==> src/hdl/qdec_pkg.sv <==
`timescale 1ns / 1ps
`default_nettype none
// ----------------------------------------------------------------------------
// qdec_pkg
// Shared types, constants and the quadrature table of the decoder.
// ----------------------------------------------------------------------------
package qdec_pkg;

  localparam int NumEncoders = 2;
  localparam int IdxW        = 1;
  localparam int PinW        = 2;
  localparam int HistW       = 4;
  localparam int AccW        = 8;
  localparam int TimeW       = 32;
  localparam int ThrW        = 16;
  localparam int StepW       = 8;
  localparam int CfgIdxW     = 2;

  localparam logic [ThrW-1:0] SlowThrRst   = 16'd500;
  localparam logic [ThrW-1:0] MediumThrRst = 16'd200;
  localparam logic [ThrW-1:0] FastThrRst   = 16'd50;

  localparam logic signed [AccW-1:0] AccMax = 8'sd127;
  localparam logic signed [AccW-1:0] AccMin = -8'sd127;

  typedef enum logic [CfgIdxW-1:0] {
    CfgSlow   = 2'd0,
    CfgMedium = 2'd1,
    CfgFast   = 2'd2
  } cfg_reg_e;

  localparam logic signed [1:0] QuadTable [16] = '{
    2'sd0, 2'sd1, -2'sd1, 2'sd0, -2'sd1, 2'sd0, 2'sd0, 2'sd1,
    2'sd1, 2'sd0, 2'sd0, -2'sd1, 2'sd0, -2'sd1, 2'sd1, 2'sd0
  };

  typedef struct packed {
    logic [HistW-1:0]       hist;
    logic signed [AccW-1:0] acc;
    logic [TimeW-1:0]       last_ms;
  } lane_state_t;

  typedef struct packed {
    logic [ThrW-1:0] slow;
    logic [ThrW-1:0] mid;
    logic [ThrW-1:0] fast;
  } thr_t;

  typedef struct packed {
    logic                    emit;
    logic signed [StepW-1:0] steps;
    lane_state_t             next;
  } step_res_t;

endpackage
`default_nettype wire

==> src/hdl/qdec_lane.sv <==
`timescale 1ns / 1ps
`default_nettype none
// ----------------------------------------------------------------------------
// qdec_lane
// Per-encoder state: pin history, microstep sum and last event time.
// Gives its state masked by its select, for an OR-based lane mux.
// ----------------------------------------------------------------------------
module qdec_lane (
  input  logic                  clk_i,
  input  logic                  rst_ni,
  input  logic                  sel_i,
  input  logic                  wr_i,
  input  qdec_pkg::lane_state_t next_i,
  output qdec_pkg::lane_state_t state_o,
  output qdec_pkg::lane_state_t masked_o
);
  import qdec_pkg::*;

  lane_state_t st_q;

  always_ff @(posedge clk_i or negedge rst_ni) begin
    if (!rst_ni) begin
      st_q <= '0;
    end else if (wr_i) begin
      st_q <= next_i;
    end
  end

  assign state_o  = st_q;
  assign masked_o = sel_i ? st_q : '0;

endmodule
`default_nettype wire

==> src/hdl/qdec_step.sv <==
`timescale 1ns / 1ps
`default_nettype none
// ----------------------------------------------------------------------------
// qdec_step
// One sample update: table lookup, saturating accumulate, event check,
// divide by four toward zero, speed multiplier and step saturation.
// ----------------------------------------------------------------------------
module qdec_step (
  input  logic                       [qdec_pkg::PinW-1:0]  pins_i,
  input  logic                                             last_i,
  input  logic                       [qdec_pkg::TimeW-1:0] now_i,
  input  qdec_pkg::lane_state_t                            state_i,
  input  qdec_pkg::thr_t                                   thr_i,
  output qdec_pkg::step_res_t                              res_o
);
  import qdec_pkg::*;

  localparam int WideW = StepW + 3;

  logic [HistW-1:0]        hist;
  logic signed [1:0]       delta;
  logic signed [AccW:0]    acc_sum;
  logic signed [AccW-1:0]  sum;
  logic signed [AccW-1:0]  bias;
  logic signed [AccW-1:0]  quot;
  logic signed [AccW-1:0]  rem;
  logic [TimeW-1:0]        interval;
  logic [1:0]              shamt;
  logic signed [WideW-1:0] wide;
  logic signed [StepW-1:0] steps;
  logic                    emit;

  always_comb begin
    hist    = {state_i.hist[HistW-PinW-1:0], pins_i};
    delta   = QuadTable[hist];
    acc_sum = {state_i.acc[AccW-1], state_i.acc} + {{(AccW-1){delta[1]}}, delta};
    if (acc_sum > (AccW+1)'(AccMax)) begin
      sum = AccMax;
    end else if (acc_sum < (AccW+1)'(AccMin)) begin
      sum = AccMin;
    end else begin
      sum = acc_sum[AccW-1:0];
    end

    emit = last_i && ((sum > 8'sd3) || (sum < -8'sd3));

    bias = sum[AccW-1] ? 8'sd3 : 8'sd0;
    quot = (sum + bias) >>> 2;
    rem  = sum - (quot <<< 2);

    interval = now_i - state_i.last_ms;
    if (interval > {{(TimeW-ThrW){1'b0}}, thr_i.slow}) begin
      shamt = 2'd0;
    end else if (interval > {{(TimeW-ThrW){1'b0}}, thr_i.mid}) begin
      shamt = 2'd1;
    end else if (interval > {{(TimeW-ThrW){1'b0}}, thr_i.fast}) begin
      shamt = 2'd2;
    end else begin
      shamt = 2'd3;
    end

    wide = {{(WideW-AccW){quot[AccW-1]}}, quot} <<< shamt;
    if (wide > WideW'(AccMax)) begin
      steps = AccMax;
    end else if (wide < WideW'(AccMin)) begin
      steps = AccMin;
    end else begin
      steps = wide[StepW-1:0];
    end

    res_o.emit         = emit;
    res_o.steps        = steps;
    res_o.next.hist    = hist;
    res_o.next.acc     = emit ? rem : sum;
    res_o.next.last_ms = emit ? now_i : state_i.last_ms;
  end

endmodule
`default_nettype wire

==> src/hdl/quadrature_decoder_with_acceleration.sv <==
// Pipeline: two register stages, an input register and then a result register
// that takes only the requests that raise a step event.
// Throughput: one request per cycle, unless an event request waits on a full,
// stalled result register; the per-encoder state is read, updated and written
// back by the logic between the two registers. Reset: clears all encoder state
// and both stages; thresholds go to 500, 200 and 50 ms.
`timescale 1ns / 1ps
`default_nettype none
// ----------------------------------------------------------------------------
// quadrature_decoder_with_acceleration
// Multi-encoder quadrature decoder with speed-dependent step scaling.
// ----------------------------------------------------------------------------
module quadrature_decoder_with_acceleration #(
  parameter int NUM_ENCODERS = qdec_pkg::NumEncoders
) (
  input  logic                                 clk_i,
  input  logic                                 rst_ni,
  input  logic                                 in_valid_i,
  output logic                                 in_stall_o,
  input  logic [qdec_pkg::IdxW-1:0]            encoder_index_i,
  input  logic [qdec_pkg::PinW-1:0]            pin_pair_i,
  input  logic                                 batch_end_i,
  input  logic [qdec_pkg::TimeW-1:0]           now_ms_i,
  output logic                                 out_valid_o,
  input  logic                                 out_stall_i,
  output logic [qdec_pkg::IdxW-1:0]            event_encoder_o,
  output logic signed [qdec_pkg::StepW-1:0]    step_count_o,
  input  logic                                 cfg_we_i,
  input  logic [qdec_pkg::CfgIdxW-1:0]         cfg_index_i,
  input  logic [qdec_pkg::ThrW-1:0]            cfg_wdata_i
);
  import qdec_pkg::*;

  localparam int LaneCmpW = $clog2(NUM_ENCODERS) + 1;

  thr_t thr_q;

  logic              in_valid_q;
  logic [IdxW-1:0]   in_idx_q;
  logic [PinW-1:0]   in_pins_q;
  logic              in_last_q;
  logic [TimeW-1:0]  in_now_q;

  logic                    res_valid_q;
  logic [IdxW-1:0]         res_idx_q;
  logic signed [StepW-1:0] res_steps_q;

  logic [NUM_ENCODERS-1:0] hit;
  lane_state_t             lane_st  [NUM_ENCODERS];
  lane_state_t             lane_msk [NUM_ENCODERS];
  lane_state_t             sel_st;
  step_res_t               step;
  logic                    in_range;
  logic                    emit;
  logic                    fire;

  always_ff @(posedge clk_i or negedge rst_ni) begin
    if (!rst_ni) begin
      thr_q.slow <= SlowThrRst;
      thr_q.mid  <= MediumThrRst;
      thr_q.fast <= FastThrRst;
    end else if (cfg_we_i) begin
      case (cfg_index_i)
        CfgSlow:   thr_q.slow <= cfg_wdata_i;
        CfgMedium: thr_q.mid  <= cfg_wdata_i;
        CfgFast:   thr_q.fast <= cfg_wdata_i;
        default:   thr_q      <= thr_q;
      endcase
    end
  end

  for (genvar e = 0; e < NUM_ENCODERS; e++) begin : g_lane
    assign hit[e] = in_valid_q && (LaneCmpW'(in_idx_q) == LaneCmpW'(e));

    qdec_lane u_lane (
      .clk_i    (clk_i),
      .rst_ni   (rst_ni),
      .sel_i    (hit[e]),
      .wr_i     (fire && hit[e]),
      .next_i   (step.next),
      .state_o  (lane_st[e]),
      .masked_o (lane_msk[e])
    );
  end

  always_comb begin
    sel_st = '0;
    for (int e = 0; e < NUM_ENCODERS; e++) begin
      sel_st = sel_st | lane_msk[e];
    end
  end

  qdec_step u_step (
    .pins_i  (in_pins_q),
    .last_i  (in_last_q),
    .now_i   (in_now_q),
    .state_i (sel_st),
    .thr_i   (thr_q),
    .res_o   (step)
  );

  assign in_range   = |hit;
  assign emit       = in_range && step.emit;
  assign fire       = in_valid_q && (!emit || !res_valid_q || !out_stall_i);
  assign in_stall_o = in_valid_q && !fire;

  always_ff @(posedge clk_i or negedge rst_ni) begin
    if (!rst_ni) begin
      in_valid_q <= 1'b0;
    end else if (!in_stall_o) begin
      in_valid_q <= in_valid_i;
    end
  end

  always_ff @(posedge clk_i) begin
    if (!in_stall_o && in_valid_i) begin
      in_idx_q  <= encoder_index_i;
      in_pins_q <= pin_pair_i;
      in_last_q <= batch_end_i;
      in_now_q  <= now_ms_i;
    end
  end

  always_ff @(posedge clk_i or negedge rst_ni) begin
    if (!rst_ni) begin
      res_valid_q <= 1'b0;
    end else if (fire && emit) begin
      res_valid_q <= 1'b1;
    end else if (!out_stall_i) begin
      res_valid_q <= 1'b0;
    end
  end

  always_ff @(posedge clk_i) begin
    if (fire && emit) begin
      res_idx_q   <= in_idx_q;
      res_steps_q <= step.steps;
    end
  end

  assign out_valid_o     = res_valid_q;
  assign event_encoder_o = res_idx_q;
  assign step_count_o    = res_steps_q;

  assert property (@(posedge clk_i) disable iff (!rst_ni)
    (fire && emit) |=> out_valid_o)
    else $error("event request did not reach the result register");

  assert property (@(posedge clk_i) disable iff (!rst_ni)
    out_valid_o |-> (step_count_o != 8'sd0))
    else $error("result with zero steps");

  assert property (@(posedge clk_i) disable iff (!rst_ni)
    (fire && emit && hit[0]) |=>
      ((lane_st[0].acc < 8'sd4) && (lane_st[0].acc > -8'sd4)))
    else $error("accumulator remainder out of range after event");

endmodule
`default_nettype wire

==> config.mk <==
export PLATFORM = sky130hd
export DESIGN_NAME = quadrature_decoder_with_acceleration
export DESIGN_NICKNAME = d
export VERILOG_FILES = /design/src/hdl/qdec_pkg.sv /design/src/hdl/qdec_lane.sv /design/src/hdl/qdec_step.sv /design/src/hdl/quadrature_decoder_with_acceleration.sv
export SDC_FILE = /design/constraint.sdc
export NUM_CORES = 1
export LEC_CHECK = 0
export BUFFER_PORTS_ARGS = -buffer_cell sky130_fd_sc_hd__clkbuf_2
export CAP_MARGIN = 10
export CELL_PAD_IN_SITES_DETAIL_PLACEMENT = 1
export CELL_PAD_IN_SITES_GLOBAL_PLACEMENT = 1
export CORE_MARGIN = 10
export CORE_UTILIZATION = 43
export CTS_CLUSTER_DIAMETER = 100
export DETAILED_ROUTE_END_ITERATION = 6
export PLACE_DENSITY = 0.76
export SLEW_MARGIN = 25
export SYNTH_ARGS = -nofsm -noshare
export SYNTH_HDL_FRONTEND = slang
export SYNTH_HIERARCHICAL = 1
export SYNTH_SLANG_ARGS = --single-unit
==> constraint.sdc <==
create_clock -name clk_i -period 6.89 [get_ports clk_i]
set_input_delay 0 -clock clk_i [delete_from_list [all_inputs] [get_ports clk_i]]
set_output_delay 0 -clock clk_i [all_outputs]
set_load 0.05 [all_outputs]
==> impl_metrics.py <==
metrics = {
    "status": {
        "outcome": "completed",
    },
    "logic_synthesis": {
        "syn_inst": 1234,
        "syn_area_per_cell_um2": 10.28,
        "synthesis.yosys.warnings": 6,
        "syn-cell-area_um2": 12680,
        "synth.net_count": 1392,
    },
    "finish": {
        "post_route_cells_drive_above_1_share_pct": 24.63,
        "insertedDiodeCount": 0,
        "finalNonFillerCells": 1740,
        "area_growth_pct": 13.35,
        "finalInstanceArea_um2": 14370,
        "nets": 1501,
    },
    "grt": {
        "wire_length_of_the_first_global_routing_pass_mm": 53.39,
        "grt_antenna_before_repair": 0,
        "grt_pass1_vias": 10110,
        "grt_start_max_net_pins": 69,
        "grt_overflow": 0,
        "globalRouteTotalUtil_pct": 18.12,
    },
    "floorplanning": {
        "design.portCount": 70,
        "width_of_the_chip_um": 191.7,
        "rows": 62,
        "starting_density_of_the_core_pct": 43.82,
        "fp.coreArea_um2": 28940,
        "die_h_um": 191.7,
        "die_area_um2": 36760,
    },
    "sta": {
        "max_slew.worst_pin.slew_ps": 977.8,
        "rsz0062_at_grt": "false",
        "final.min_clock_period_ps": 6211,
        "setup_viol_count_final": 0,
        "max-slew-margin-rel_pct": 34.74,
        "setup-tns-final_ps": 0,
        "final.period_utilization_pct": 90.14,
        "timing.final.hold_violations": 0,
        "max_freq_mhz": 161.0,
        "maxSlewViolCount": 0,
        "final.setup_skew_ps": 12.80,
        "whs_ps": 102.6,
    },
    "worst_setup_path": {
        "timing.rr.start": "in_valid_q$_DFFE_PN0N_",
        "path_class": "flip-flop to flip-flop",
        "number_of_cells_traversed_by_the_worst_register_to_register_path": 23,
        "cp.arrival_ps": 6400,
        "critical_path.max_fanout": 14,
        "worst-r2r-setup-slack_ps": 680,
        "worst_setup_path_startpoint": "in_valid_q$_DFFE_PN0N_",
        "crit-reg2reg-capture": "step_count_o[3]$_DFFE_PP_",
        "critical_path.endpoint": "step_count_o[3]$_DFFE_PP_",
        "worstSetupStartpointType": "flip-flop",
        "worst-endpoint-required_ps": 7080,
        "worst_setup_path_end_kind": "flip-flop",
    },
    "route": {
        "drtPass1Iterations": 5,
        "route.detailed.drc": 0,
        "first_iter_violations": 308,
        "wire_per_inst_um": 18.78,
        "total_vias_in_the_final_route": 9470,
        "average_via_count_per_standard_cell": 5.443,
        "postRouteWirelength_mm": 32.69,
        "drt.antenna.violating_nets": 0,
    },
    "place": {
        "gp_routability_congestion": 0.8631,
        "dp.final_hpwl_mm": 24.51,
        "dpl-instance-area_um2": 13250,
        "count_of_placed_standard_cells_including_taps": 1652,
        "port_buffers": 69,
    },
    "clock_tree": {
        "ctsResizeCount": 0,
        "clk_transition_reported_paths_ps": 70,
        "cts_tree": "done",
        "cts-buffers-inserted": 17,
        "clockBufferDepth": 2,
        "clk_lat_worst_skew_ps": 460,
        "cts.repair_timing.setup_buffer_count": 0,
        "cts-htree-levels": 4,
        "ctsRootBufferMaster": "sky130_fd_sc_hd__clkbuf_16",
        "cts.sinks": 179,
    },
    "worst_hold_path": {
        "worstHoldPathType": "input port to asynchronous set/reset pin",
    },
    "pwr": {
        "peakVddDrop_mv": 0.2228,
        "leakagePower_nw": 6.593,
        "fin_total_pwr_mw": 5.488,
        "power-per-cell-area_nw_per_um2": 381.9,
    },
    "job": {
        "maxCapViolations": 0,
    },
}
[timing repair]
item,in CTS,in global routing
hold buffers,56,0
setup endpoints to repair,0,0
hold endpoints to repair,153,0
[layout make-up]
cell class              count  area (um2)
clock buffers              22       485.5
fillers                  3221       14560
multi-input cells         902        7211
clock inverters            10       72.57
flip-flops and latches    179        4720
well taps                 384       480.5
repair buffers            138        1010
inverters                 105       394.1
[cells in the final DEF (no fill, tap or decap), types with 38 or more instances in the layout]
| cell | count |
|---|---|
| sky130_fd_sc_hd__inv_1 | 104 |
| sky130_fd_sc_hd__mux2_4 | 78 |
| sky130_fd_sc_hd__nor2_1 | 38 |
| sky130_fd_sc_hd__clkbuf_2 | 68 |
| sky130_fd_sc_hd__dlygate4sd3_1 | 56 |
| sky130_fd_sc_hd__o21ai_0 | 74 |
| sky130_fd_sc_hd__ha_1 | 97 |
| sky130_fd_sc_hd__nand2_1 | 97 |
| sky130_fd_sc_hd__a21oi_1 | 68 |
| sky130_fd_sc_hd__dfrtp_1 | 122 |
| sky130_fd_sc_hd__and2_1 | 92 |
| sky130_fd_sc_hd__mux2_2 | 60 |
| sky130_fd_sc_hd__or2_2 | 46 |
| sky130_fd_sc_hd__edfxtp_1 | 45 |
[worst max-delay path, cell delays in order, from the launching register on]
cell                       delay, ps
sky130_fd_sc_hd__dfrtp_1         400
sky130_fd_sc_hd__nor2b_2         420
sky130_fd_sc_hd__buf_4           280
sky130_fd_sc_hd__and2_1          140
sky130_fd_sc_hd__or2_2            90
sky130_fd_sc_hd__inv_1            40
sky130_fd_sc_hd__ha_1            370
sky130_fd_sc_hd__a211o_1         330
sky130_fd_sc_hd__a21oi_1         140
sky130_fd_sc_hd__o31a_1          300
sky130_fd_sc_hd__o21ai_0         170
sky130_fd_sc_hd__a31oi_1         230
sky130_fd_sc_hd__xnor2_1         190
sky130_fd_sc_hd__ha_1            350
sky130_fd_sc_hd__nand3_1          70
sky130_fd_sc_hd__nor2_1          130
sky130_fd_sc_hd__nand4_1         130
sky130_fd_sc_hd__o32a_1          360
sky130_fd_sc_hd__o21a_1          150
sky130_fd_sc_hd__or4_1           540
sky130_fd_sc_hd__nor4b_2         300
sky130_fd_sc_hd__nand4b_2        360
sky130_fd_sc_hd__nor4_1          340
sky130_fd_sc_hd__a211oi_1         80
[flip-flops by register name, summed over array words and instances (netlist names)]
register,flops
in_idx_q,1
in_valid_q,1
in_pins_q,2
step_count_o,8
g_lane.u_lane/state_o,84
event_encoder_o,1
thr_q,48
in_now_q,32
out_valid_o,1
in_last_q,1
[power breakdown]
group          internal [mW]  switching [mW]  leakage, nW
Clock                  0.504           0.437        0.276
Combinational           1.32            1.69         4.26
Sequential              1.39           0.146         2.06
[worst min path at each step]
stage,start,endpoint,slack (ps),cells past startpoint
finish,rst_ni,thr_q[21]$_DFFE_PN0P_,100,2
CTS,cfg_index_i[0],thr_q[43]$_DFFE_PN0P_,80,3
global placement,rst_ni,thr_q[21]$_DFFE_PN0P_,30,1
global route,cfg_index_i[1],thr_q[33]$_DFFE_PN0P_,100,3
detailed placement,rst_ni,thr_q[21]$_DFFE_PN0P_,50,1
floorplan,rst_ni,g_lane[0].u_lane/state_o[0]$_DFFE_PN0P_,-300,0
[per-stage QoR]
step                worst slack, ps  utilization [%]
global placement              930.0            45.79
finish                        679.3            49.67
global route                  96.49            49.67
floorplan                      1257                -
detailed placement            748.3            45.79
CTS                           711.8            49.66
[metal layers]
layer / GRT usage [%] / vias up / part of all wire, %
met3: 2.539 / 30 / 2.2
li1: - / 4569 / -
met2: 31.05 / 110 / 49
met5: 0 / - / 0
met4: 5.319 / 0 / 1.3
met1: 23.22 / 4761 / 47
(Power assumes the default switching activity.)
